`config.mk`:
```
export PLATFORM = sky130hd
export DESIGN_NAME = radar_report_frame_parser_core_flat
export DESIGN_NICKNAME = d
export VERILOG_FILES = /design/src/hw/rtl/rrfp_pkg.sv /design/src/hw/rtl/rrfp_if.sv /design/src/hw/rtl/rrfp_in_stage.sv /design/src/hw/rtl/rrfp_parser.sv /design/src/hw/rtl/rrfp_out_reg.sv /design/src/hw/rtl/radar_report_frame_parser_core.sv /design/src/flat_wrapper.sv
export VERILOG_INCLUDE_DIRS = /design/src /design/src/hw/rtl
export SDC_FILE = /design/constraint.sdc
export NUM_CORES = 1
export LEC_CHECK = 0
export BUFFER_PORTS_ARGS = -buffer_cell sky130_fd_sc_hd__buf_4
export CORE_MARGIN = 3
export CORE_UTILIZATION = 30
export CTS_CLUSTER_SIZE = 24
export DETAILED_ROUTE_END_ITERATION = 16
export PLACE_DENSITY = 0.57
export SETUP_SLACK_MARGIN = 0.15
export SKIP_CTS_REPAIR_TIMING = 1
export SLEW_MARGIN = 15
export SYNTH_ARGS = -nofsm -noshare
export SYNTH_HDL_FRONTEND = slang
export SYNTH_SLANG_ARGS = --single-unit
```
`constraint.sdc`:
```
create_clock -name clk -period 11.4 [get_ports clk]
set_input_delay 1.14 -clock clk [delete_from_list [all_inputs] [get_ports clk]]
set_output_delay 1.14 -clock clk [all_outputs]
set_load 0.01 [all_outputs]
```
`src/hw/rtl/assert_macros.svh`:
```
`ifndef ASSERT_MACROS_SVH
`define ASSERT_MACROS_SVH

// Clocked check with reset disable; expects clk and rst_n in scope.
`define RRFP_ASSERT(label, prop, msg) \
    label: assert property (@(posedge clk) disable iff (!rst_n) (prop)) else $error(msg);

// Condition must never hold at a clock edge outside reset.
`define RRFP_NEVER(label, cond, msg) \
    `RRFP_ASSERT(label, !(cond), msg)

`endif

```
`src/hw/rtl/rrfp_pkg.sv`:
```
`default_nettype none

package rrfp_pkg;

    localparam logic [1:0] ST_OK        = 2'd0;
    localparam logic [1:0] ST_BAD_TAIL  = 2'd1;
    localparam logic [1:0] ST_NO_MARKER = 2'd2;
    localparam logic [1:0] ST_TOO_LONG  = 2'd3;

    localparam logic [7:0]  MARKER_BYTE   = 8'hAA;
    localparam logic [15:0] MARKER_MARGIN = 16'd10;
    localparam logic [16:0] FRAME_OVERHEAD = 17'd10;
    localparam logic [3:0]  CAPTURE_BYTES = 4'd9;

    typedef struct packed {
        logic       valid;
        logic [7:0] data;
    } beat_t;

    typedef struct packed {
        logic [1:0]  status;
        logic        present;
        logic [7:0]  tgt_state;
        logic [15:0] move_dist;
        logic [7:0]  move_energy;
        logic [15:0] still_dist;
        logic [7:0]  still_energy;
        logic [15:0] detect_dist;
    } report_t;

    function automatic logic [7:0] head_byte(input logic [1:0] idx);
        logic [7:0] b;
        case (idx)
            2'd0:    b = 8'hF4;
            2'd1:    b = 8'hF3;
            2'd2:    b = 8'hF2;
            default: b = 8'hF1;
        endcase
        return b;
    endfunction

    function automatic logic [7:0] tail_byte(input logic [1:0] idx);
        logic [7:0] b;
        case (idx)
            2'd0:    b = 8'hF8;
            2'd1:    b = 8'hF7;
            2'd2:    b = 8'hF6;
            default: b = 8'hF5;
        endcase
        return b;
    endfunction

endpackage

`default_nettype wire

```
`src/hw/rtl/rrfp_if.sv`:
```
`default_nettype none

interface rrfp_byte_if;
    logic       valid;
    logic       ready;
    logic [7:0] rx_byte;

    modport source (output valid, output rx_byte, input ready);
    modport sink   (input valid, input rx_byte, output ready);
endinterface

interface rrfp_report_if;
    logic        valid;
    logic        ready;
    logic [1:0]  status;
    logic        present;
    logic [7:0]  tgt_state;
    logic [15:0] move_dist;
    logic [7:0]  move_energy;
    logic [15:0] still_dist;
    logic [7:0]  still_energy;
    logic [15:0] detect_dist;

    modport source (
        output valid, output status, output present, output tgt_state,
        output move_dist, output move_energy, output still_dist,
        output still_energy, output detect_dist, input ready
    );
    modport sink (
        input valid, input status, input present, input tgt_state,
        input move_dist, input move_energy, input still_dist,
        input still_energy, input detect_dist, output ready
    );
endinterface

`default_nettype wire

```
`src/hw/rtl/rrfp_in_stage.sv`:
```
`default_nettype none

module rrfp_in_stage (
    input  wire logic          clk,
    input  wire logic          rst_n,
    rrfp_byte_if.sink          rx,
    input  wire logic          step,
    output rrfp_pkg::beat_t    beat
);
    import rrfp_pkg::*;

    logic       valid_reg;
    logic       valid_next;
    logic [7:0] data_reg;
    logic       take;

    // stage frees up in the same cycle its byte is consumed
    assign rx.ready   = !valid_reg || step;
    assign take       = rx.valid && rx.ready;
    assign valid_next = take || (valid_reg && !step);

    always_ff @(posedge clk or negedge rst_n)
    begin
        if (!rst_n)
        begin
            valid_reg <= 1'b0;
        end
        else
        begin
            valid_reg <= valid_next;
        end
    end

    always_ff @(posedge clk)
    begin
        if (take)
        begin
            data_reg <= rx.rx_byte;
        end
    end

    assign beat.valid = valid_reg;
    assign beat.data  = data_reg;

endmodule

`default_nettype wire

```
`src/hw/rtl/rrfp_parser.sv`:
```
`default_nettype none

`include "assert_macros.svh"

module rrfp_parser #(
    parameter int unsigned BUFFER_BYTES = 512
) (
    input  wire logic          clk,
    input  wire logic          rst_n,
    input  wire rrfp_pkg::beat_t beat,
    input  wire logic          out_free,
    output logic               step,
    output logic               emit,
    output rrfp_pkg::report_t  result
);
    import rrfp_pkg::*;

    localparam logic [2:0] PH_HUNT    = 3'd0;
    localparam logic [2:0] PH_LEN_LO  = 3'd1;
    localparam logic [2:0] PH_LEN_HI  = 3'd2;
    localparam logic [2:0] PH_PAYLOAD = 3'd3;
    localparam logic [2:0] PH_TAIL    = 3'd4;

    localparam logic [16:0] BUF_LIMIT = 17'(BUFFER_BYTES);

    logic [2:0]  phase_reg,    phase_next;
    logic [1:0]  hdr_cnt_reg,  hdr_cnt_next;
    logic [15:0] len_reg,      len_next;
    logic [15:0] pos_reg,      pos_next;
    logic        marker_reg,   marker_next;
    logic [3:0]  cap_cnt_reg,  cap_cnt_next;
    logic        tail_bad_reg, tail_bad_next;
    logic [71:0] cap_reg;
    logic        cap_we;

    logic [7:0]  b;
    logic [15:0] full_len;
    logic [15:0] pos_inc;
    logic        too_long;
    logic        bad_now;
    logic [1:0]  st;

    assign b        = beat.data;
    assign full_len = {b, len_reg[7:0]};
    assign too_long = ({1'b0, full_len} + FRAME_OVERHEAD) > BUF_LIMIT;
    assign pos_inc  = pos_reg + 16'd1;
    assign bad_now  = tail_bad_reg || (b != tail_byte(pos_reg[1:0]));

    always_comb
    begin
        phase_next    = phase_reg;
        hdr_cnt_next  = hdr_cnt_reg;
        len_next      = len_reg;
        pos_next      = pos_reg;
        marker_next   = marker_reg;
        cap_cnt_next  = cap_cnt_reg;
        tail_bad_next = tail_bad_reg;
        cap_we        = 1'b0;
        emit          = 1'b0;
        st            = ST_OK;
        case (phase_reg)
            PH_HUNT:
            begin
                if (b == head_byte(hdr_cnt_reg))
                begin
                    if (hdr_cnt_reg == 2'd3)
                    begin
                        hdr_cnt_next = 2'd0;
                        phase_next   = PH_LEN_LO;
                    end
                    else
                    begin
                        hdr_cnt_next = hdr_cnt_reg + 2'd1;
                    end
                end
                else
                begin
                    hdr_cnt_next = (b == head_byte(2'd0)) ? 2'd1 : 2'd0;
                end
            end
            PH_LEN_LO:
            begin
                len_next   = {8'h00, b};
                phase_next = PH_LEN_HI;
            end
            PH_LEN_HI:
            begin
                len_next      = full_len;
                pos_next      = 16'd0;
                marker_next   = 1'b0;
                cap_cnt_next  = 4'd0;
                tail_bad_next = 1'b0;
                if (too_long)
                begin
                    emit         = 1'b1;
                    st           = ST_TOO_LONG;
                    phase_next   = PH_HUNT;
                    hdr_cnt_next = 2'd0;
                end
                else
                begin
                    phase_next = (full_len == 16'd0) ? PH_TAIL : PH_PAYLOAD;
                end
            end
            PH_PAYLOAD:
            begin
                if (!marker_reg)
                begin
                    if (len_reg > MARKER_MARGIN && pos_reg < (len_reg - MARKER_MARGIN)
                        && b == MARKER_BYTE)
                    begin
                        marker_next  = 1'b1;
                        cap_cnt_next = 4'd0;
                    end
                end
                else if (cap_cnt_reg < CAPTURE_BYTES)
                begin
                    cap_we       = 1'b1;
                    cap_cnt_next = cap_cnt_reg + 4'd1;
                end
                if (pos_inc >= len_reg)
                begin
                    pos_next   = 16'd0;
                    phase_next = PH_TAIL;
                end
                else
                begin
                    pos_next = pos_inc;
                end
            end
            PH_TAIL:
            begin
                tail_bad_next = bad_now;
                if (pos_reg[1:0] == 2'd3)
                begin
                    emit         = 1'b1;
                    pos_next     = 16'd0;
                    phase_next   = PH_HUNT;
                    hdr_cnt_next = 2'd0;
                    if (bad_now)
                    begin
                        st = ST_BAD_TAIL;
                    end
                    else if (!marker_reg || cap_cnt_reg < CAPTURE_BYTES)
                    begin
                        st = ST_NO_MARKER;
                    end
                    else
                    begin
                        st = ST_OK;
                    end
                end
                else
                begin
                    pos_next = pos_inc;
                end
            end
            default:
            begin
                phase_next   = PH_HUNT;
                hdr_cnt_next = 2'd0;
            end
        endcase
    end

    // a frame end waits only if the result register is still held
    assign step = beat.valid && (!emit || out_free);

    always_ff @(posedge clk or negedge rst_n)
    begin
        if (!rst_n)
        begin
            phase_reg    <= PH_HUNT;
            hdr_cnt_reg  <= 2'd0;
            len_reg      <= 16'd0;
            pos_reg      <= 16'd0;
            marker_reg   <= 1'b0;
            cap_cnt_reg  <= 4'd0;
            tail_bad_reg <= 1'b0;
        end
        else if (step)
        begin
            phase_reg    <= phase_next;
            hdr_cnt_reg  <= hdr_cnt_next;
            len_reg      <= len_next;
            pos_reg      <= pos_next;
            marker_reg   <= marker_next;
            cap_cnt_reg  <= cap_cnt_next;
            tail_bad_reg <= tail_bad_next;
        end
    end

    // every byte is written once per frame before an ok result reads it
    always_ff @(posedge clk)
    begin
        if (step && cap_we)
        begin
            cap_reg[8*cap_cnt_reg +: 8] <= b;
        end
    end

    always_comb
    begin
        result.status       = st;
        result.present      = 1'b0;
        result.tgt_state    = 8'h00;
        result.move_dist    = 16'h0000;
        result.move_energy  = 8'h00;
        result.still_dist   = 16'h0000;
        result.still_energy = 8'h00;
        result.detect_dist  = 16'h0000;
        if (st == ST_OK)
        begin
            result.present      = (cap_reg[7:0] != 8'h00);
            result.tgt_state    = cap_reg[7:0];
            result.move_dist    = cap_reg[23:8];
            result.move_energy  = cap_reg[31:24];
            result.still_dist   = cap_reg[47:32];
            result.still_energy = cap_reg[55:48];
            result.detect_dist  = cap_reg[71:56];
        end
    end

    `RRFP_NEVER(a_cap_cnt_range, cap_cnt_reg > CAPTURE_BYTES, "capture count past nine")
    `RRFP_NEVER(a_cap_without_marker, !marker_reg && cap_cnt_reg != 4'd0,
        "bytes captured before marker")
    `RRFP_ASSERT(a_emit_to_hunt, step && emit |=> phase_reg == PH_HUNT && hdr_cnt_reg == 2'd0,
        "result not followed by header hunt")
    `RRFP_NEVER(a_tail_pos, phase_reg == PH_TAIL && pos_reg > 16'd3, "tail position past four")

endmodule

`default_nettype wire

```
`src/hw/rtl/rrfp_out_reg.sv`:
```
`default_nettype none

module rrfp_out_reg (
    input  wire logic          clk,
    input  wire logic          rst_n,
    input  wire logic          load,
    input  wire rrfp_pkg::report_t result,
    output logic               out_free,
    rrfp_report_if.source      report
);
    import rrfp_pkg::*;

    logic    valid_reg;
    logic    valid_next;
    report_t data_reg;

    assign out_free   = !valid_reg || report.ready;
    assign valid_next = load || (valid_reg && !report.ready);

    always_ff @(posedge clk or negedge rst_n)
    begin
        if (!rst_n)
        begin
            valid_reg <= 1'b0;
        end
        else
        begin
            valid_reg <= valid_next;
        end
    end

    always_ff @(posedge clk)
    begin
        if (load)
        begin
            data_reg <= result;
        end
    end

    assign report.valid        = valid_reg;
    assign report.status       = data_reg.status;
    assign report.present      = data_reg.present;
    assign report.tgt_state    = data_reg.tgt_state;
    assign report.move_dist    = data_reg.move_dist;
    assign report.move_energy  = data_reg.move_energy;
    assign report.still_dist   = data_reg.still_dist;
    assign report.still_energy = data_reg.still_energy;
    assign report.detect_dist  = data_reg.detect_dist;

endmodule

`default_nettype wire

```
`src/hw/rtl/radar_report_frame_parser_core.sv`:
```
// Radar report frame parser: takes one serial byte per beat on rx, hunts the
// F4 F3 F2 F1 header, reads a little-endian 16-bit length, captures the nine
// bytes after the first 0xAA marker that lies below length-10 in the payload,
// checks the F8 F7 F6 F5 tail and sends one report beat per frame (status 0 ok,
// 1 bad tail, 2 no marker, 3 frame larger than BUFFER_BYTES, reported right
// after the length). Bytes of a rejected frame are not rescanned. Throughput is
// one byte per cycle save for stalls: a byte lands in an input register, the
// parse step acts on it there, and reports go to a one-entry output register.
// A report is formed from the last frame byte in the input register and goes to
// the output register. Bytes stall only when a frame end meets a held report.
`default_nettype none

module radar_report_frame_parser_core #(
    parameter int unsigned BUFFER_BYTES = 512
) (
    input  wire logic      clk,
    input  wire logic      rst_n,
    rrfp_byte_if.sink      rx,
    rrfp_report_if.source  report
);
    import rrfp_pkg::*;

    beat_t   beat;
    report_t result;
    logic    step;
    logic    emit;
    logic    out_free;

    rrfp_in_stage u_in (
        .clk   (clk),
        .rst_n (rst_n),
        .rx    (rx),
        .step  (step),
        .beat  (beat)
    );

    rrfp_parser #(
        .BUFFER_BYTES (BUFFER_BYTES)
    ) u_parser (
        .clk      (clk),
        .rst_n    (rst_n),
        .beat     (beat),
        .out_free (out_free),
        .step     (step),
        .emit     (emit),
        .result   (result)
    );

    rrfp_out_reg u_out (
        .clk      (clk),
        .rst_n    (rst_n),
        .load     (step && emit),
        .result   (result),
        .out_free (out_free),
        .report   (report)
    );

endmodule

`default_nettype wire
```
`src/flat_wrapper.sv`:
```
// flat-port wrapper written by rule: the top's interface ports become plain ports
module radar_report_frame_parser_core_flat import rrfp_pkg::*;
#(
    parameter int unsigned BUFFER_BYTES = 512
)
  (clk, rst_n, rx_valid, rx_rx_byte, rx_ready, report_valid, report_status, report_present, report_tgt_state, report_move_dist, report_move_energy, report_still_dist, report_still_energy, report_detect_dist, report_ready);
  rrfp_byte_if rx_i ();
  rrfp_report_if report_i ();
  input  wire logic clk;
  input  wire logic rst_n;
  input wire logic [$bits(rx_i.valid)-1:0] rx_valid;
  input wire logic [$bits(rx_i.rx_byte)-1:0] rx_rx_byte;
  output wire logic [$bits(rx_i.ready)-1:0] rx_ready;
  output wire logic [$bits(report_i.valid)-1:0] report_valid;
  output wire logic [$bits(report_i.status)-1:0] report_status;
  output wire logic [$bits(report_i.present)-1:0] report_present;
  output wire logic [$bits(report_i.tgt_state)-1:0] report_tgt_state;
  output wire logic [$bits(report_i.move_dist)-1:0] report_move_dist;
  output wire logic [$bits(report_i.move_energy)-1:0] report_move_energy;
  output wire logic [$bits(report_i.still_dist)-1:0] report_still_dist;
  output wire logic [$bits(report_i.still_energy)-1:0] report_still_energy;
  output wire logic [$bits(report_i.detect_dist)-1:0] report_detect_dist;
  input wire logic [$bits(report_i.ready)-1:0] report_ready;
  assign rx_i.valid = rx_valid;
  assign rx_i.rx_byte = rx_rx_byte;
  assign rx_ready = rx_i.ready;
  assign report_valid = report_i.valid;
  assign report_status = report_i.status;
  assign report_present = report_i.present;
  assign report_tgt_state = report_i.tgt_state;
  assign report_move_dist = report_i.move_dist;
  assign report_move_energy = report_i.move_energy;
  assign report_still_dist = report_i.still_dist;
  assign report_still_energy = report_i.still_energy;
  assign report_detect_dist = report_i.detect_dist;
  assign report_i.ready = report_ready;
  radar_report_frame_parser_core #(.BUFFER_BYTES(BUFFER_BYTES)) u_core (.clk(clk), .rst_n(rst_n), .rx(rx_i), .report(report_i));
endmodule
```
==> results.md <==
- The flow ran to the end, and the final reports show no timing, DRC or antenna violations.
- After legalization and detailed placement, the total HPWL measured ~16000 µm.
- Leaving out fill and tap cells, the most frequent cell in the layout is sky130_fd_sc_hd__edfxtp_1.
- The worst path uses 40.9% of the clock period.
- The analysis attributes to cell leakage a power of roughly 4.4 nW.
- Averaged over all synthesized cells, the footprint is around 12 µm².
- The power spent charging and discharging nets is 0.811 mW.
- The number of hold violations in the final report is 0.
- 89 I/O pins were placed.
- The synthesized cell area is about 10000 µm².
- Clock tree synthesis found a total of 200 sinks.
- The H-tree depth reported by CTS is 4.
- The internal power is 1.51 mW.
- The via total after detailed routing is 6386.
- 0 antenna diodes ended up in the layout.
- The smallest clock period supported by the final layout is computed as between 4 and 5 ns.
- Setup repair after global routing left no endpoint under its margin.
- The die covers 34600 µm².
- In this run the most used layer during global routing was met2.
- Along the worst path, the maximum fanout reaches 8.
- The worst hold path class is flip-flop to flip-flop.
- The total DRC errors in the routed layout is 0.
- For met1 alone, demand over resource in global routing was ~18%.
- The max-capacitance violation count is 0.
- In this run switching power makes up 35.0% of total power.
- The biggest cell delay along the critical path is 0.74 ns.
- The final worst clock skew is around 0.017 ns.
- Setup violations remaining at the end of the flow were counted as 0.
- The worst-case setup margin in the final layout is 6.74 ns.
- Clock-pin slew was measured on the worst setup and hold paths at ~0.090 ns.
- The initialized floorplan defines 65 standard-cell rows.
- The sort of element at the end of the critical path is a flip-flop.
- Global routing consumed, over all layers together, 13.3% of the routing resources.
- The number of slew-limit violations in the final report is 0.
- The top cell types in the final layout, fill and taps aside, are 155 x sky130_fd_sc_hd__edfxtp_1, 132 x sky130_fd_sc_hd__and2_1, 96 x sky130_fd_sc_hd__buf_4.
- The achievable frequency is 0.214 GHz.
- Traced cell by cell, the critical path runs through nand3_1 -> or3_1 -> nor2_1 -> nand3_1 -> nor2_1 -> xor2_1 -> ha_1 -> a21o_1 -> a21o_1 -> a2111oi_0 -> o22ai_1 -> a31oi_1 -> a211oi_1 -> mux2_2.
- The total wire length is 22500 µm.
- Data on the critical path is required at its endpoint by 11.72 ns.
- Sequential elements use about 59% of the synthesized area.
- The start of the worst register-to-register path is u_core.u_parser.pos_reg[0].
- In this run the horizontal extent of the chip is about 190 µm.
- For this run, the leading register cell type out of synthesis is sky130_fd_sc_hd__edfxtp_1.
- The CTS buffer count is 17.
- The worst reg-to-reg path cell count is 14.
- The kind of start point of the critical path is a flip-flop.
- The worst-case headroom to the max-slew limit is 35.4%.
- OpenSTA, run right after detailed placement, puts the worst setup slack at a little under 7 ns.
- The layout overhead on the synthesized area is 18.0%.
- After detailed routing, the average wire length per cell comes to 16.8 µm.
- The count of buffers from port buffering is 88.
- For the worst setup path, the data arrival time is 4.98 ns.
- The register with the most flip-flops in the layout has 72 of them.
- The power density over cell area is 202 nW/µm².
- The clock share of power is 26.0%.
- The core outline area is 31800 µm².
- The initial detailed-routing violation count is between 500 and 600.
- The number of nets in the final layout is 945.
- The number of standard cells after synthesis is 807.
- The initial core utilization is 30.6%.
- The global-route track usage on met3 is about 2.2%.
- The path with the worst hold slack has its endpoint at u_core.u_out.report.move_energy[7].
- The cell at the slowest stage of the critical path is sky130_fd_sc_hd__a31oi_1.
- TritonCTS built the clock tree.
- The endpoint identified for the worst register-to-register timing path is u_core.u_parser.phase_reg[2].
- The total number of yosys warnings is 0.
- The number of global-route vias before repair is about 6200.
- The critical path is of the flip-flop to flip-flop type.
- The source-to-sink clock delay at the later pin of the worst-skew pair is 0.44 ns.
- The share of total power dissipated in combinational logic is 29.7%.
- Measured on the finished design, the core utilization comes to 36.1%.
- The setup TNS is 0 ns.
- The share of async-settable or async-resettable flops after synthesis is 22.5%.
- The worst register-to-register path has a setup slack of 6.74 ns.
- For the pin with the worst max-slew slack, the measured transition is approximately 0.96 ns.
- The remaining antenna violation count after routing is 0.
- The first-pass GRT wire length is ~36000 µm.
- The synthesis-stage register bit count is 200.
- The count of unique library cells instantiated by Yosys is 63.
- The number of antenna violations at the first check in global routing is 0.
- The leftover overflow at the end of global routing is 0.
- The total nets after synthesis is 863.
- The maximum number of pins on one net before global-route repair is 74.
- The met2 track utilization from global routing is 22.5%.
- Yosys mapped a number of flops with a built-in enable equal to approximately 160.
- The congestion estimate from routability-driven global placement came to around 0.87.
- The root buffer cell is sky130_fd_sc_hd__clkbuf_16.
- The highest ir drop seen on vdd is 0.0845 mV.
- From bottom edge to top edge, the die measures approximately 190 µm.
- The via density per instance is 4.78.
- The share of layout cells above drive strength 1 is 17.3%.
- The hold path startpoint is u_core.u_parser.cap_reg[31].
- Counting instances, the worst hold path has a depth of 1.
- The detailed-router iteration count before antenna repair is 5.
- The proportion of power drawn by flip-flops and latches is between 40% and 50%.
- The number of buffers on the longest clock path is 2.
-- per-layer routing --
layer / vias to the layer above / routed length, µm / part of all wire (%)
li1: 3100 / - / -
met1: 3097 / 10500 / 46
met2: 169 / 10900 / 48
met3: 20 / 919 / 4.1
met4: 0 / 262 / 1.2
met5: - / 0 / 0
-- per-stage QoR --
step | hold slack, ns | cell area, µm² | total power [mW] | cells
floorplan | 0.473 | 9730 | 1.48 | 807
global placement | 0.500 | 10900 | 1.73 | 1305
detailed placement | 0.502 | 10900 | 1.73 | 1305
CTS | 0.514 | 11500 | 2.34 | 1337
global route | 0.537 | 11500 | 2.46 | 1337
finish | 0.517 | 11500 | 2.32 | 1337
-- kinds of logic (layout without fill, tap and decap cells) --
kind of cell               count (synthesis)  after routing  share of synthesized area (%)
DFF                                      200            200                           59.4
adders and majority gates                 44             44                           5.66
xor gates and xnor gates                  28             28                           2.52
and+or+nand+nor                          338            338                           19.6
AOI/OAI and AO/OA                        113            113                           8.06
buffers and inverters                     68            163                           2.75
muxes                                     16             16                           2.01
-- critical path: cells and delay by family (launching register included) --
family,cells,cell delay [ns]
AO/OA/AOI/OAI,6,2.12
AND/OR/NAND/NOR,5,1.10
flip-flops,1,0.48
multiplexers,1,0.33
adder cells (fa/ha/maj),1,0.29
XOR/XNOR,1,0.22
-- area by class of cell --
cell class,instances,area [µm²]
clock buffer,17,425
inverter,35,131
timing repair buffer,96,721
clock inverter,15,179
tap,435,544
sequential,200,5780
multi-input combinational,539,3700
fill,3081,20300
-- cells in the mapped netlist (6+ instances only) --
cell,instances,area [µm²]
sky130_fd_sc_hd__a21o_1,13,97.6
sky130_fd_sc_hd__nor2_1,43,161
sky130_fd_sc_hd__nor3_1,28,140
sky130_fd_sc_hd__mux2i_1,6,60.1
sky130_fd_sc_hd__xor2_1,7,61.3
sky130_fd_sc_hd__o211ai_1,7,52.6
sky130_fd_sc_hd__nor4_1,18,113
sky130_fd_sc_hd__nand4_1,9,56.3
sky130_fd_sc_hd__nor2b_1,11,68.8
sky130_fd_sc_hd__or3_1,11,68.8
sky130_fd_sc_hd__o21ai_0,25,125
sky130_fd_sc_hd__inv_1,34,128
sky130_fd_sc_hd__clkbuf_1,28,105
sky130_fd_sc_hd__nand2b_1,6,37.5
sky130_fd_sc_hd__ha_1,44,551
sky130_fd_sc_hd__mux2_4,6,90.1
sky130_fd_sc_hd__and2_1,132,826
sky130_fd_sc_hd__a22o_1,8,70.1
sky130_fd_sc_hd__xnor2_1,21,184
sky130_fd_sc_hd__nand2_1,34,128
sky130_fd_sc_hd__or2_2,6,37.5
sky130_fd_sc_hd__nand3_1,19,95.1
sky130_fd_sc_hd__edfxtp_1,155,4650
sky130_fd_sc_hd__and3_1,6,37.5
sky130_fd_sc_hd__a21oi_1,15,75.1
sky130_fd_sc_hd__dfrtp_1,45,1130
sky130_fd_sc_hd__o31ai_1,6,45.0
-- power by group through the flow --
stage / logic, mW / clock network (mW) / registers [mW]
floorplan: 0.442 / 0 / 1.04
global placement: 0.686 / 0 / 1.04
detailed placement: 0.692 / 0 / 1.04
CTS: 0.696 / 0.617 / 1.03
global route: 0.773 / 0.645 / 1.04
finish: 0.688 / 0.602 / 1.03
-- how the worst max path moves through the flow --
stage	from	endpoint	slack (ns)	cells past startpoint
floorplan	u_core.u_parser.len_reg[6]	u_core.u_out.report.valid	5.31	9
global placement	u_core.u_parser.pos_reg[0]	u_core.u_parser.phase_reg[2]	7.08	14
detailed placement	u_core.u_parser.pos_reg[0]	u_core.u_parser.phase_reg[2]	6.85	14
CTS	u_core.u_parser.pos_reg[0]	u_core.u_parser.phase_reg[2]	6.83	14
global route	u_core.u_parser.pos_reg[0]	u_core.u_parser.phase_reg[2]	6.40	14
finish	u_core.u_parser.pos_reg[0]	u_core.u_parser.phase_reg[2]	6.74	14
No activity file was read; power rests on OpenSTA's default activity.
